### src/assert_macros.svh
// Assertion macros for the RTL. Every macro samples on the rising edge of
// clock and is switched off while reset is high.
`ifndef ASSERT_MACROS_SVH
`define ASSERT_MACROS_SVH

// The consequent must hold in the same cycle as the antecedent.
`define ASSERT_IMPL(label, ante, cons) \
   label: assert property (@(posedge clock) disable iff (reset) (ante) |-> (cons)) \
      else $error("assertion failed: same-cycle implication");

// The consequent must hold in the cycle after the antecedent.
`define ASSERT_NEXT(label, ante, cons) \
   label: assert property (@(posedge clock) disable iff (reset) (ante) |=> (cons)) \
      else $error("assertion failed: next-cycle implication");

`endif

### src/lrupr_pkg.sv
package lrupr_pkg;

   // Default sizes of the frame table and of a stored page number.
   localparam int FRAMES_DEF    = 16;
   localparam int PAGE_BITS_DEF = 16;

   // Fixed widths of the request and response fields.
   localparam int PAGE_PORT_W = 16;
   localparam int SLOT_PORT_W = 4;
   localparam int FAULT_W     = 32;

   // Register port.
   localparam int CSR_DATA_W = 32;
   localparam int CSR_ADDR_W = 3;
   localparam int CFG_W      = 5;
   localparam logic [CFG_W-1:0] CFG_FRAMES_RESET = CFG_W'(16);

   // Register index, taken from the word address.
   localparam logic REG_FRAMES_IN_USE = 1'b0;

endpackage

### src/lru_page_replacement.sv
// LRU page replacement engine.
// A request carries one page number on req_page_number (req_valid / req_ready).
// The block keeps the resident pages in least-recently-used order and answers
// with one response per request on the rsp_ channel: the hit flag, the frame
// slot now holding the page, the evicted page if any, and the saturating fault
// total. The number of usable frames is set through the csr_ register port at
// byte address 0; writes are expected only while the block is idle.
// A request passes through a walk of the recency store, a tail step and a final
// step. A hit ends the walk at the page; a miss walks every resident page and
// also waits for the free-frame scan, which stops at the lowest free frame or at
// the last frame. From the final step the block returns to idle before the next
// request is taken. The recency store is walked one entry per cycle through its
// single read port with one page comparator, and the free-frame scan runs beside
// it. req_ready is high only between requests. The response sits in an output
// register, so a new request is accepted while the previous response still
// waits. If the receiver stalls, the block holds its next response in its last
// step until the register frees up.
// Reset empties all frames, clears the fault total and sets the frame limit to
// 16. The recency store needs no clearing pass: only live entries are read.
module lru_page_replacement
   import lrupr_pkg::*;
#(
   parameter int FRAMES    = FRAMES_DEF,
   parameter int PAGE_BITS = PAGE_BITS_DEF
) (
   input  logic                   clock,
   input  logic                   reset,
   // Request channel.
   input  logic                   req_valid,
   output logic                   req_ready,
   input  logic [PAGE_PORT_W-1:0] req_page_number,
   // Response channel.
   output logic                   rsp_valid,
   input  logic                   rsp_ready,
   output logic                   rsp_hit,
   output logic [SLOT_PORT_W-1:0] rsp_frame_slot,
   output logic                   rsp_evicted_valid,
   output logic [PAGE_PORT_W-1:0] rsp_evicted_page,
   output logic [FAULT_W-1:0]     rsp_fault_count,
   // Register port.
   input  logic                   csr_psel,
   input  logic                   csr_penable,
   input  logic                   csr_pwrite,
   input  logic [CSR_ADDR_W-1:0]  csr_paddr,
   input  logic [CSR_DATA_W-1:0]  csr_pwdata,
   output logic [CSR_DATA_W-1:0]  csr_prdata,
   output logic                   csr_pready
);

`include "assert_macros.svh"

   localparam int PW = PAGE_BITS;
   localparam int IW = (FRAMES > 1) ? $clog2(FRAMES) : 1;
   localparam int CW = $clog2(FRAMES + 1);
   localparam int EW = PW + IW;

   // Sequencer states.
   localparam logic [1:0] S_IDLE = 2'd0;
   localparam logic [1:0] S_WALK = 2'd1;
   localparam logic [1:0] S_TAIL = 2'd2;
   localparam logic [1:0] S_DONE = 2'd3;

   // Register file.
   logic [CFG_W-1:0] frames_ff, frames_in;
   logic             csr_wr;

   // Sequencer and walk state.
   logic [1:0]    state_ff, state_in;
   logic [PW-1:0] page_ff, page_in;
   logic [EW-1:0] carry_ff, carry_in;
   logic [IW-1:0] idx_ff, idx_in;
   logic          walk_done_ff, walk_done_in;
   logic          hit_ff, hit_in;
   logic [IW-1:0] hit_slot_ff, hit_slot_in;
   logic [IW-1:0] scan_ff, scan_in;
   logic          scan_done_ff, scan_done_in;
   logic          free_found_ff, free_found_in;
   logic [IW-1:0] free_slot_ff, free_slot_in;

   // Architectural state.
   logic [CW-1:0]     cnt_ff, cnt_in;
   logic [FRAMES-1:0] used_ff, used_in;
   logic [FAULT_W-1:0] fault_ff, fault_in;

   // Response register.
   logic                   rsp_valid_ff, rsp_valid_in;
   logic                   rsp_hit_ff, rsp_hit_in;
   logic [SLOT_PORT_W-1:0] rsp_slot_ff, rsp_slot_in;
   logic                   rsp_ev_valid_ff, rsp_ev_valid_in;
   logic [PAGE_PORT_W-1:0] rsp_ev_page_ff, rsp_ev_page_in;
   logic [FAULT_W-1:0]     rsp_fault_ff, rsp_fault_in;

   // Recency store ports.
   logic          wr_en, rd_en;
   logic [IW-1:0] wr_addr, rd_addr;
   logic [EW-1:0] wr_data, rd_data;

   // Derived values.
   logic [CW-1:0]  limit;
   logic           evict;
   logic [PW-1:0]  ev_page;
   logic [IW-1:0]  ev_slot;
   logic [IW-1:0]  new_slot;
   logic           rsp_free;
   logic [FAULT_W-1:0] fault_next;

   lrupr_order_ram #(
      .DEPTH (FRAMES),
      .WIDTH (EW),
      .AW    (IW)
   ) u_order (
      .clock   (clock),
      .wr_en   (wr_en),
      .wr_addr (wr_addr),
      .wr_data (wr_data),
      .rd_en   (rd_en),
      .rd_addr (rd_addr),
      .rd_data (rd_data)
   );

   // Register port. Only the frame limit exists; every access completes at once.
   assign csr_pready = 1'b1;
   assign csr_wr     = csr_psel && csr_penable && csr_pwrite;

   always_comb begin
      frames_in = frames_ff;
      if (csr_wr && (csr_paddr[2] == REG_FRAMES_IN_USE)) begin
         frames_in = csr_pwdata[CFG_W-1:0];
      end
   end

   assign csr_prdata = (csr_paddr[2] == REG_FRAMES_IN_USE) ? CSR_DATA_W'(frames_ff)
                                                           : '0;

   // A limit of zero behaves as one frame; anything above FRAMES is clipped.
   always_comb begin
      if (frames_ff == '0) begin
         limit = CW'(1);
      end else if (32'(frames_ff) > 32'(FRAMES)) begin
         limit = CW'(FRAMES);
      end else begin
         limit = CW'(frames_ff);
      end
   end

   // On a miss the least-recent page goes when the table is at or over the
   // limit. After the walk, carry holds that last entry.
   assign evict   = (cnt_ff >= limit);
   assign ev_page = carry_ff[EW-1:IW];
   assign ev_slot = carry_ff[IW-1:0];

   // The new page takes the lowest free frame, which may be the one just freed.
   always_comb begin
      if (hit_ff) begin
         new_slot = hit_slot_ff;
      end else if (evict) begin
         new_slot = (free_found_ff && (free_slot_ff < ev_slot)) ? free_slot_ff : ev_slot;
      end else begin
         new_slot = free_slot_ff;
      end
   end

   assign rsp_free   = !rsp_valid_ff || rsp_ready;
   assign fault_next = (hit_ff || (fault_ff == '1)) ? fault_ff : fault_ff + FAULT_W'(1);

   always_comb begin
      state_in      = state_ff;
      page_in       = page_ff;
      carry_in      = carry_ff;
      idx_in        = idx_ff;
      walk_done_in  = walk_done_ff;
      hit_in        = hit_ff;
      hit_slot_in   = hit_slot_ff;
      scan_in       = scan_ff;
      scan_done_in  = scan_done_ff;
      free_found_in = free_found_ff;
      free_slot_in  = free_slot_ff;
      cnt_in        = cnt_ff;
      used_in       = used_ff;
      fault_in      = fault_ff;

      rsp_valid_in    = rsp_valid_ff && !rsp_ready;
      rsp_hit_in      = rsp_hit_ff;
      rsp_slot_in     = rsp_slot_ff;
      rsp_ev_valid_in = rsp_ev_valid_ff;
      rsp_ev_page_in  = rsp_ev_page_ff;
      rsp_fault_in    = rsp_fault_ff;

      wr_en   = 1'b0;
      wr_addr = idx_ff;
      wr_data = carry_ff;
      rd_en   = 1'b0;
      rd_addr = idx_ff + IW'(1);

      case (state_ff)
         S_IDLE: begin
            if (req_valid) begin
               page_in       = PW'(req_page_number);
               carry_in      = {PW'(req_page_number), IW'(0)};
               idx_in        = '0;
               walk_done_in  = (cnt_ff == '0);
               hit_in        = 1'b0;
               scan_in       = '0;
               scan_done_in  = 1'b0;
               free_found_in = 1'b0;
               rd_en         = 1'b1;
               rd_addr       = '0;
               state_in      = S_WALK;
            end
         end
         S_WALK: begin
            // Each step writes the carried entry one place down and carries the
            // entry it displaced; the walk stops at the page or at the end.
            if (!walk_done_ff) begin
               wr_en    = 1'b1;
               carry_in = rd_data;
               if (rd_data[EW-1:IW] == page_ff) begin
                  hit_in       = 1'b1;
                  hit_slot_in  = rd_data[IW-1:0];
                  walk_done_in = 1'b1;
               end else if ((CW'(idx_ff) + CW'(1)) == cnt_ff) begin
                  walk_done_in = 1'b1;
               end else begin
                  idx_in = idx_ff + IW'(1);
                  rd_en  = 1'b1;
               end
            end
            // The free-frame search runs beside the walk, one frame per cycle.
            if (!scan_done_ff) begin
               if (!used_ff[scan_ff]) begin
                  free_found_in = 1'b1;
                  free_slot_in  = scan_ff;
                  scan_done_in  = 1'b1;
               end else if (scan_ff == IW'(FRAMES - 1)) begin
                  scan_done_in = 1'b1;
               end else begin
                  scan_in = scan_ff + IW'(1);
               end
            end
            if (walk_done_ff && (scan_done_ff || hit_ff)) begin
               state_in = S_TAIL;
            end
         end
         S_TAIL: begin
            // A miss that keeps every page pushes the last one into a new place.
            if (!hit_ff && !evict) begin
               wr_en   = 1'b1;
               wr_addr = IW'(cnt_ff);
            end
            state_in = S_DONE;
         end
         S_DONE: begin
            wr_en   = 1'b1;
            wr_addr = '0;
            wr_data = {page_ff, new_slot};
            if (rsp_free) begin
               if (!hit_ff) begin
                  if (evict) begin
                     used_in[ev_slot] = 1'b0;
                  end else begin
                     cnt_in = cnt_ff + CW'(1);
                  end
                  used_in[new_slot] = 1'b1;
               end
               fault_in        = fault_next;
               rsp_valid_in    = 1'b1;
               rsp_hit_in      = hit_ff;
               rsp_slot_in     = SLOT_PORT_W'(new_slot);
               rsp_ev_valid_in = !hit_ff && evict;
               rsp_ev_page_in  = (!hit_ff && evict) ? PAGE_PORT_W'(ev_page) : '0;
               rsp_fault_in    = fault_next;
               state_in        = S_IDLE;
            end
         end
         default: begin
            state_in = S_IDLE;
         end
      endcase
   end

   always_ff @(posedge clock) begin
      if (reset) begin
         frames_ff    <= CFG_FRAMES_RESET;
         state_ff     <= S_IDLE;
         cnt_ff       <= '0;
         used_ff      <= '0;
         fault_ff     <= '0;
         rsp_valid_ff <= 1'b0;
      end else begin
         frames_ff    <= frames_in;
         state_ff     <= state_in;
         cnt_ff       <= cnt_in;
         used_ff      <= used_in;
         fault_ff     <= fault_in;
         rsp_valid_ff <= rsp_valid_in;
      end
   end

   always_ff @(posedge clock) begin
      page_ff         <= page_in;
      carry_ff        <= carry_in;
      idx_ff          <= idx_in;
      walk_done_ff    <= walk_done_in;
      hit_ff          <= hit_in;
      hit_slot_ff     <= hit_slot_in;
      scan_ff         <= scan_in;
      scan_done_ff    <= scan_done_in;
      free_found_ff   <= free_found_in;
      free_slot_ff    <= free_slot_in;
      rsp_hit_ff      <= rsp_hit_in;
      rsp_slot_ff     <= rsp_slot_in;
      rsp_ev_valid_ff <= rsp_ev_valid_in;
      rsp_ev_page_ff  <= rsp_ev_page_in;
      rsp_fault_ff    <= rsp_fault_in;
   end

   assign req_ready         = (state_ff == S_IDLE);
   assign rsp_valid         = rsp_valid_ff;
   assign rsp_hit           = rsp_hit_ff;
   assign rsp_frame_slot    = rsp_slot_ff;
   assign rsp_evicted_valid = rsp_ev_valid_ff;
   assign rsp_evicted_page  = rsp_ev_page_ff;
   assign rsp_fault_count   = rsp_fault_ff;

   // Between requests, exactly one frame is marked used per resident page.
   `ASSERT_IMPL(a_used_matches_count, state_ff == S_IDLE,
                32'($countones(used_ff)) == 32'(cnt_ff))
   // Once a request is taken, no second one is taken in the next cycle.
   `ASSERT_NEXT(a_busy_after_accept, req_valid && req_ready, !req_ready)
   // A hit never moves the fault total.
   `ASSERT_NEXT(a_hit_keeps_faults, state_ff == S_DONE && rsp_free && hit_ff,
                $stable(fault_ff))

endmodule

### src/lrupr_order_ram.sv
module lrupr_order_ram #(
   parameter int DEPTH = 16,
   parameter int WIDTH = 20,
   parameter int AW    = 4
) (
   input  logic             clock,
   input  logic             wr_en,
   input  logic [AW-1:0]    wr_addr,
   input  logic [WIDTH-1:0] wr_data,
   input  logic             rd_en,
   input  logic [AW-1:0]    rd_addr,
   output logic [WIDTH-1:0] rd_data
);

   // Recency store: one write port and one registered read port.
   logic [WIDTH-1:0] mem [DEPTH];
   logic [WIDTH-1:0] rd_data_ff;

   always_ff @(posedge clock) begin
      if (wr_en) begin
         mem[wr_addr] <= wr_data;
      end
   end

   always_ff @(posedge clock) begin
      if (rd_en) begin
         rd_data_ff <= mem[rd_addr];
      end
   end

   assign rd_data = rd_data_ff;

endmodule

### config.mk
export PLATFORM = sky130hd
export DESIGN_NAME = lru_page_replacement
export DESIGN_NICKNAME = d
export VERILOG_FILES = /design/src/lrupr_pkg.sv /design/src/lru_page_replacement.sv /design/src/lrupr_order_ram.sv
export VERILOG_INCLUDE_DIRS = /design/src /design/src/src
export SDC_FILE = /design/constraint.sdc
export NUM_CORES = 1
export LEC_CHECK = 0
export BUFFER_PORTS_ARGS = -buffer_cell sky130_fd_sc_hd__buf_4
export CAP_MARGIN = 20
export CORE_ASPECT_RATIO = 0.5
export CORE_MARGIN = 8
export CORE_UTILIZATION = 40
export CTS_CLUSTER_DIAMETER = 50
export DETAILED_ROUTE_END_ITERATION = 16
export GPL_TIMING_DRIVEN = 0
export MAX_ROUTING_LAYER = met4
export PLACE_DENSITY = 0.59
export SLEW_MARGIN = 20
export SYNTH_ARGS = -nofsm -noshare
export SYNTH_HDL_FRONTEND = slang
export SYNTH_SLANG_ARGS = --single-unit
### constraint.sdc
create_clock -name clock -period 8.9 [get_ports clock]
set_clock_uncertainty 0.15 [all_clocks]
set_input_delay 1.335 -clock clock [delete_from_list [all_inputs] [get_ports clock]]
set_output_delay 1.335 -clock clock [all_outputs]
set_load 0.02 [all_outputs]
==> impl_metrics.json, run 1 <==
{
  "status": "completed",
  "drt_iter0_markers": 1034,
  "slowest_delay_ns": 0.67,
  "insertion_delay_ns": 0.57,
  "finalPower_uw": 8330,
  "max-slew-margin-rel": 0.245,
  "ios": 147,
  "dp_hpwl_um": 36400,
  "crit_path_end_kind": "flip-flop",
  "critPathRequiredTime_ns": 9.03,
  "p_seq_frac": 0.401,
  "wire_per_inst_um": 21.8,
  "synth_seq_cells": 511,
  "min_path_cells": 0,
  "combPwrFrac": 0.344,
  "clk_pin_slew_worst_paths_ns": 0.06,
  "die-height_um": 181,
  "synth_top_cell_area_share": 0.619,
  "critPathTopFamily": "buffers and inverters",
  "fp.dieW_um": 346,
  "hp-class": "flip-flop to flip-flop",
  "r2r_slack_ns": 4.33,
  "antenna_found_initial": 0,
  "drive_above_1_share": 0.194,
  "core-area_mm2": 0.0538,
  "root_buffer": "clkbuf_16",
  "drv_slew": 0,
  "design_area_mm2": 0.0254,
  "rows": 60,
  "async_reset_ff_frac": 0,
  "die-area_mm2": 0.0627,
  "nNetsFinal": 1735,
  "gp_congestion": 0.864,
  "ys_seq_area_frac": 0.675,
  "viasPerCell": 5.38,
  "cts_max_level": 2,
  "hold_viol": 0,
  "arrival_ns": 4.80,
  "rr_worst_depth": 10,
  "synthFlopType": "edfxtp_1",
  "drtPass1Iterations": 5,
  "r2r-start": "state_ff[0]",
  "hold_buffers": 0,
  "syn-mean-instance-area_um2": 14.7,
  "power_switching_uw": 2950,
  "cts_buffers": 47,
  "cp.buffers_inverters": 4,
  "cts.sinks": 511,
  "portBuffers": 89,
  "grt_max_degree": 47,
  "r2r_end": "u_order.rd_data[3]",
  "synth_edf_count": 450,
  "period_needed_ns": 4.68,
  "grt_pass1_vias": 12700,
  "rsz0062_at_grt": "no",
  "placed_cell_area_mm2": 0.0238,
  "crit_fanout": 22,
  "synth_cell_types": 68,
  "switching_share": 0.354,
  "postCtsSetupBuffers": 0,
  "slowest_stage": "nor2_1",
  "power_density_mw_per_mm2": 328,
  "grt_usage": 0.168,
  "tightestPinTransition_ns": 1.13,
  "drcViolationCount": 0,
  "yosys.area.top_type": "edfxtp_1",
  "cts_resized": 0,
  "path_class": "input port to flip-flop",
  "antenna_cells": 0,
  "cts_tree": "done",
  "initial_utilization": 0.405,
  "syn2layout_area_growth_pct": 16.6,
  "critPathLaunch": "req_valid",
  "wl_um": 52600,
  "grt_pass1_wl_um": 80400,
  "fmax_mhz": 214,
  "p_int_uw": 5380,
  "fin_crit_sh": 0.525,
  "cts.path.max_buffers": 3,
  "yosys-top-cells-area": "edfxtp_1, dfxtp_1, mux4_2",
  "drv_cap": 0,
  "p_leak_uw": 0.00858,
  "final_antenna_net_count": 0,
  "finalSetupViolations": 0,
  "max-vdd-ir-drop_mv": 0.183,
  "worstPathCellList": "buf_4, nand2_1, inv_2, nor2_1, clkbuf_1, buf_2, mux2i_1, a21oi_1, mux4_2",
  "min_to": "hit_slot_ff[2]",
  "worstSetupStartpointType": "input port",
  "overflow": 0,
  "hold_start": "u_order.rd_data[2]",
  "vias": 13000,
  "ys_warn_count": 0,
  "fin_setup_tns_ns": 0,
  "synth_cells": 1487,
  "clockPowerShare": 0.254,
  "syn_area_mm2": 0.0218
}
metal layers:
metal	routed length (um)	part of all wire	GRT usage	up-vias
li1	-	-	-	5993
met1	24600	0.47	0.238	6525
met2	23800	0.45	0.254	381
met3	3300	0.063	0.0297	66
met4	891	0.017	0.0345	0
met5	0	0	-	-
through the flow:
step	util	std cells	hold WS, ns	worst slack (ns)
2_1_floorplan	-	1513	0.268	4.67
3_3_place_gp	0.436	2315	0.273	3.28
3_5_place_dp	0.443	2324	0.277	3.68
4_1_cts	0.472	2409	0.289	4.26
5_1_grt	0.473	2409	0.304	4.07
6_report	0.473	2409	0.292	4.22
final cells by class:
type | instances | area (um2)
Timing Repair Buffer | 98 | 860
Fill cell | 4659 | 28400
Clock buffer | 58 | 1260
Multi-Input combinational cell | 865 | 6680
Sequential cell | 511 | 14700
Tap cell | 713 | 892
Clock inverter | 27 | 353
Inverter | 27 | 101
Buffer | 110 | 567
logic make-up after synthesis:
kind of cell             after synthesis  share of synthesized area
adder cells (fa/ha/maj)               17                    0.00975
buffers and inverters                137                     0.0304
AO/OA/AOI/OAI                        193                     0.0652
AND/OR/NAND/NOR                      406                     0.0954
other                                  2                   0.000344
flip-flops                           511                      0.675
XOR/XNOR                              86                     0.0345
multiplexers                         135                     0.0891
state kept, by name (all words and copies together) (netlist names), 16 cells and up:
name	count
u_order.mem	320
rsp_fault_count	32
fault_ff	32
used_ff	16
page_ff	16
rsp_evicted_page	16
u_order.rd_data	20
carry_ff	20
cell usage in the layout (no fill, tap or decap), types with 23 or more instances in the layout:
master / count
nand3_1: 30
a211oi_1: 71
conb_1: 28
and3_1: 26
clkbuf_1: 54
a21oi_1: 27
edfxtp_1: 450
buf_4: 121
xor2_1: 48
nor2b_1: 50
dfxtp_1: 61
mux4_2: 44
nand4_1: 28
nor2_1: 73
inv_1: 23
xnor2_1: 38
clkbuf_16: 47
mux2i_1: 55
mux2_2: 34
nand2_1: 97
power groups by stage:
stage,logic (uW),clock network (uW),registers (uW)
after floorplan,1740,0,3380
after global placement,2750,0,3400
after detailed placement,2850,0,3390
after CTS,2860,2160,3340
after global routing,3070,2250,3370
final,2870,2120,3350
Yosys cell counts (14+ instances only):
library cell and n:
buf_1 15, nand3_1 30, dfxtp_1 61, clkbuf_1 48, nand2b_1 22, buf_4 32, inv_1 23, and3_1 26
mux2i_1 57, nor2_1 89, xor2_1 48, mux2_2 34, ha_1 17, edfxtp_1 450, xnor2_1 38, a211oi_1 71
nand4_1 28, a21oi_1 28, o31a_1 16, o21ai_0 15, nand2_1 97, nor2b_1 50, mux4_2 44, o211ai_1 14
worst max path at each step:
stage	end	slack, ns	cells past startpoint
finish	u_order.rd_data[3]	4.22	9
global route	u_order.rd_data[3]	4.07	9
CTS	u_order.rd_data[3]	4.26	9
detailed placement	u_order.rd_data[3]	3.68	9
global placement	fault_ff[17]	3.28	8
floorplan	fault_ff[15]	4.67	7
Note: power is estimated with default switching activity, not from simulation.
==> run 2, diff against run 1 <==
- clock period: 8.9 -> 4.4 ns (I/O delays scaled with it)
==> impl_metrics.json, run 2 (same netlist as run 1, synthesis figures left out) <==
{
  "status": "completed",
  "hold_buffers": 0,
  "overflow": 0,
  "grt_pass1_vias": 12700,
  "nNetsFinal": 1735,
  "max-slew-margin-rel": 0.231,
  "drcViolationCount": 0,
  "largest_register": "u_order.mem",
  "hp-class": "input port to flip-flop",
  "hold-worst-slack_ns": 0.146,
  "drt_iter0_markers": 1035,
  "cpMostUsedCell": "clkbuf_1",
  "hold_start": "req_page_number[4]",
  "min_to": "page_ff[4]",
  "r2r-start": "cnt_ff[0]",
  "portBuffers": 89,
  "initial_utilization": 0.405,
  "wire_per_inst_um": 21.8,
  "grt_usage": 0.168,
  "crit_fanout": 13,
  "ios": 147,
  "max-vdd-ir-drop_mv": 0.370,
  "antenna_cells": 0,
  "p_leak_uw": 0.00859,
  "final_antenna_net_count": 0,
  "worstPathCellList": "clkbuf_1, inv_1, ha_1, nor2b_1, o21ai_1, a311o_1, clkbuf_1, a41oi_1, nor2_2, buf_6",
  "drv_cap": 0,
  "critPathTopFamily": "compound AO/OA/AOI/OAI gates",
  "worstSetupStartpointType": "flip-flop",
  "num-fill-cells": 4658,
  "min_path_cells": 1,
  "core-area_mm2": 0.0538,
  "dp.cells": 2324,
  "critPathRequiredTime_ns": 4.56,
  "hold_viol": 0,
  "die-height_um": 181,
  "fin_ws_ns": 0.409,
  "drive_above_1_share": 0.196,
  "wl_um": 52600,
  "place_ws_ns": -0.150,
  "die-area_mm2": 0.0627,
  "cts_max_level": 2,
  "fin_crit_sh": 0.907,
  "cp.buffers_inverters": 4,
  "grt_max_degree": 47,
  "slowest_delay_ns": 0.96,
  "dp_hpwl_um": 36400,
  "fin_cells": 2409,
  "r2r_end": "u_order.mem[13][6]",
  "period_needed_ns": 3.99,
  "fmax_mhz": 251,
  "layout_common_cells": "edfxtp_1, buf_4, nand2_1",
  "antenna_found_initial": 0,
  "slowest_stage": "a41oi_1",
  "power_density_mw_per_mm2": 662,
  "gp_congestion": 0.864,
  "syn2layout_area_growth_pct": 16.6,
  "largest_reg_flops": 320,
  "grt_pass1_wl_um": 80400,
  "clk_pin_slew_worst_paths_ns": 0.06,
  "cts.sinks": 511,
  "rsz0062_at_grt": "no",
  "drtPass1Iterations": 4,
  "arrival_ns": 4.15,
  "insertion_delay_ns": 0.57,
  "fp.dieW_um": 346,
  "cts_buffers": 47,
  "path_class": "flip-flop to flip-flop",
  "finalPower_uw": 16900,
  "rr_worst_depth": 10,
  "root_buffer": "clkbuf_16",
  "drv_slew": 0,
  "viasPerCell": 5.38,
  "rows": 60,
  "finalSetupViolations": 0,
  "utilization": 0.473,
  "layout_commonest_cell": "edfxtp_1",
  "r2r_slack_ns": 0.41,
  "tightestPinTransition_ns": 1.15,
  "vias": 13000,
  "cts.path.max_buffers": 3,
  "crit_path_end_kind": "flip-flop",
  "cts_tree": "done"
}
run 2: worst max-delay path by stage:
stage	cells after the start	slack, ns	start	endpoint
2_1_floorplan	7	0.85	rsp_ready	fault_ff[15]
3_3_place_gp	6	-0.93	idx_ff[0]	u_order.rd_data[4]
3_5_place_dp	9	-0.15	req_valid	u_order.rd_data[3]
4_1_cts	10	0.04	state_ff[0]	u_order.rd_data[3]
5_1_grt	11	0.15	cnt_ff[0]	u_order.mem[13][0]
6_report	10	0.41	cnt_ff[0]	u_order.mem[13][6]
run 2: timing repair:
item                                    in CTS  in global routing
pin swaps                                    0                  0
resized for setup                            1                  6
buffers inserted                             0                  0
endpoints found under the setup margin       7                 81
run 2: where the power goes:
part | total, uW | switching, uW | internal [uW] | leakage (uW)
clock network | 4290 | 1780 | 2510 | 0.000777
registers | 6770 | 278 | 6490 | 0.00461
logic | 5810 | 3920 | 1890 | 0.00320
run 2: worst register-to-register path, cell delays in order (launching register included):
cell,delay [ns]
dfxtp_1,0.33
clkbuf_1,0.30
inv_1,0.21
ha_1,0.33
nor2b_1,0.11
o21ai_1,0.12
a311o_1,0.44
clkbuf_1,0.24
a41oi_1,0.96
nor2_2,0.28
buf_6,0.26
run 2: area by class of cell:
class	instances	area, um2	share of cell area
Clock buffer	58	1260	0.0494
Inverter	27	101	0.00398
Buffer	110	569	0.0224
Sequential cell	511	14700	0.579
Timing Repair Buffer	98	860	0.0338
Clock inverter	27	353	0.0139
Multi-Input combinational cell	865	6690	0.263
Tap cell	713	892	0.0350
run 2: stage by stage:
| stage | instance area (um2) | TNS, ns |
|---|---|---|
| after floorplan | 21900 | 0 |
| after global placement | 23500 | -164.79 |
| after detailed placement | 23800 | -0.358 |
| after CTS | 25400 | 0 |
| after global routing | 25500 | 0 |
| final | 25500 | 0 |
run 2: routing by layer:
metal / track usage / up-vias / routed length, um / part of all wire
met5: - / - / 0 / 0
met2: 0.254 / 367 / 23700 / 0.45
met1: 0.238 / 6545 / 24700 / 0.47
li1: - / 5992 / - / -
met4: 0.0345 / 0 / 948 / 0.018
met3: 0.0297 / 68 / 3180 / 0.061
==> run 3, diff against run 2 <==
- HOLD_SLACK_MARGIN: unset -> 0.03
- REMOVE_ABC_BUFFERS: unset -> 1
==> impl_metrics.json, run 3 (same netlist as run 1, synthesis figures left out) <==
{
  "dp.cells": 2245,
  "p_seq_frac": 0.410,
  "place_ws_ns": -0.239,
  "fmax_mhz": 241,
  "final_antenna_net_count": 0,
  "max-slew-margin-rel": 0.314,
  "worstPathCellList": "inv_1, ha_1, nand2_2, inv_2, nor2_4, buf_16, buf_12, buf_12, mux4_2, mux4_2",
  "drcViolationCount": 0,
  "power_switching_uw": 5630,
  "min_path_cells": 1,
  "antenna_cells": 0,
  "gp_congestion": 0.840,
  "finalSetupViolations": 0,
  "slowest_delay_ns": 0.54,
  "drt_iter0_markers": 956,
  "cts.sinks": 511,
  "switching_share": 0.338,
  "drv_cap": 0,
  "clk_pin_slew_worst_paths_ns": 0.06,
  "power_density_mw_per_mm2": 651,
  "critPathRequiredTime_ns": 4.55,
  "fin_ws_ns": 0.258,
  "die-area_mm2": 0.0627,
  "viasPerCell": 5.39,
  "hold_viol": 0,
  "grt_max_degree": 49,
  "num-fill-cells": 4575,
  "combPwrFrac": 0.344,
  "postCtsSetupBuffers": 0,
  "largest_reg_flops": 320,
  "dp_hpwl_um": 33400,
  "insertion_delay_ns": 0.58,
  "placed_cell_area_mm2": 0.0241,
  "worst-path-stages": 10,
  "status": "completed",
  "grt_pass1_vias": 12400,
  "antenna_found_initial": 0,
  "path_class": "flip-flop to flip-flop",
  "grt_pass1_wl_um": 77700,
  "initial_utilization": 0.405,
  "p_leak_uw": 0.00857,
  "hp-class": "input port to flip-flop",
  "layout_common_cells": "edfxtp_1, nand2_1, buf_4",
  "cp.buffers_inverters": 5,
  "drv_slew": 0,
  "period_needed_ns": 4.14,
  "grt_usage": 0.163,
  "cts_tree": "done",
  "cts.path.max_buffers": 3,
  "crit_fanout": 25,
  "overflow": 0,
  "wl_um": 51500,
  "crit_path_end_kind": "flip-flop",
  "root_buffer": "clkbuf_16",
  "vias": 12600,
  "die-height_um": 181,
  "cts_buffers": 49,
  "finalPower_uw": 16700,
  "critPathTopFamily": "buffers and inverters",
  "cts_max_level": 2,
  "largest_register": "u_order.mem",
  "drive_above_1_share": 0.199,
  "fin_cells": 2334,
  "core-area_mm2": 0.0538,
  "slowest_stage": "nor2_4",
  "design_area_mm2": 0.0256,
  "worstSetupStartpointType": "flip-flop",
  "syn2layout_area_growth_pct": 17.4,
  "rsz0062_at_grt": "no",
  "portBuffers": 89,
  "ios": 147,
  "p_int_uw": 11000,
  "fin_crit_sh": 0.941,
  "fp.dieW_um": 346,
  "drtPass1Iterations": 5,
  "rows": 60,
  "arrival_ns": 4.29,
  "wire_per_inst_um": 22.1,
  "tightestPinTransition_ns": 1.03,
  "rr_worst_depth": 10,
  "layout_commonest_cell": "edfxtp_1",
  "nNetsFinal": 1658,
  "max-vdd-ir-drop_mv": 0.415,
  "clockPowerShare": 0.247
}
==> run 3: final cells by class <==
class | instances | area [um2] | share of cell area
Timing Repair Buffer | 129 | 1620 | 0.0632
Tap cell | 713 | 892 | 0.0348
Multi-Input combinational cell | 865 | 6720 | 0.262
Clock buffer | 61 | 1290 | 0.0505
Inverter | 27 | 104 | 0.00406
Clock inverter | 28 | 254 | 0.00992
Sequential cell | 511 | 14700 | 0.575
==> run 3: path summary, 6_finish.rpt <==
kind	from	endpoint	slack, ns
max	state_ff[0]	u_order.rd_data[10]	0.26
min	req_page_number[2]	page_ff[2]	0.11
max reg2reg	state_ff[0]	u_order.rd_data[10]	0.26
min reg2reg	u_order.rd_data[0]	hit_slot_ff[0]	0.30
==> run 3: power by group through the flow <==
| stage | registers (uW) | logic (uW) | clock network, uW |
|---|---|---|---|
| global placement | 7070 | 4520 | 0 |
| finish | 6830 | 5730 | 4110 |
| detailed placement | 6930 | 5770 | 0 |
| global route | 6890 | 6190 | 4360 |
| CTS | 6840 | 5800 | 4200 |
| floorplan | 6950 | 3450 | 0 |
==> run 3: metal layers <==
layer | wire length [um] | vias to the layer above | global-route usage
li1 | - | 5826 | -
met1 | 23200 | 6372 | 0.216
met2 | 24300 | 309 | 0.263
met3 | 2680 | 73 | 0.0262
met4 | 1270 | 0 | 0.0427
met5 | 0 | - | -
==> run 3: worst reg2reg max path, stage by stage, from the launching register on <==
cell and delay (ns):
dfxtp_1 0.39, inv_1 0.09, ha_1 0.27, nand2_2 0.47
inv_2 0.49, nor2_4 0.55, buf_16 0.23, buf_12 0.20
buf_12 0.21, mux4_2 0.34, mux4_2 0.50
==> run 3: what timing repair did <==
action / 4_1_cts / 5_1_grt
hold buffers: 0 / 0
gates resized for setup: 1 / 0
endpoints found under the setup margin: 3 / 0
==> run 3: per-stage QoR <==
step	utilization	hold slack, ns	TNS [ns]
final	0.476	0.109	0
after global routing	0.476	0.0846	0
after CTS	0.476	0.0835	0
after detailed placement	0.447	0.285	-0.657
after global placement	0.426	0.273	-713.23
after floorplan	-	0.268	-78.35
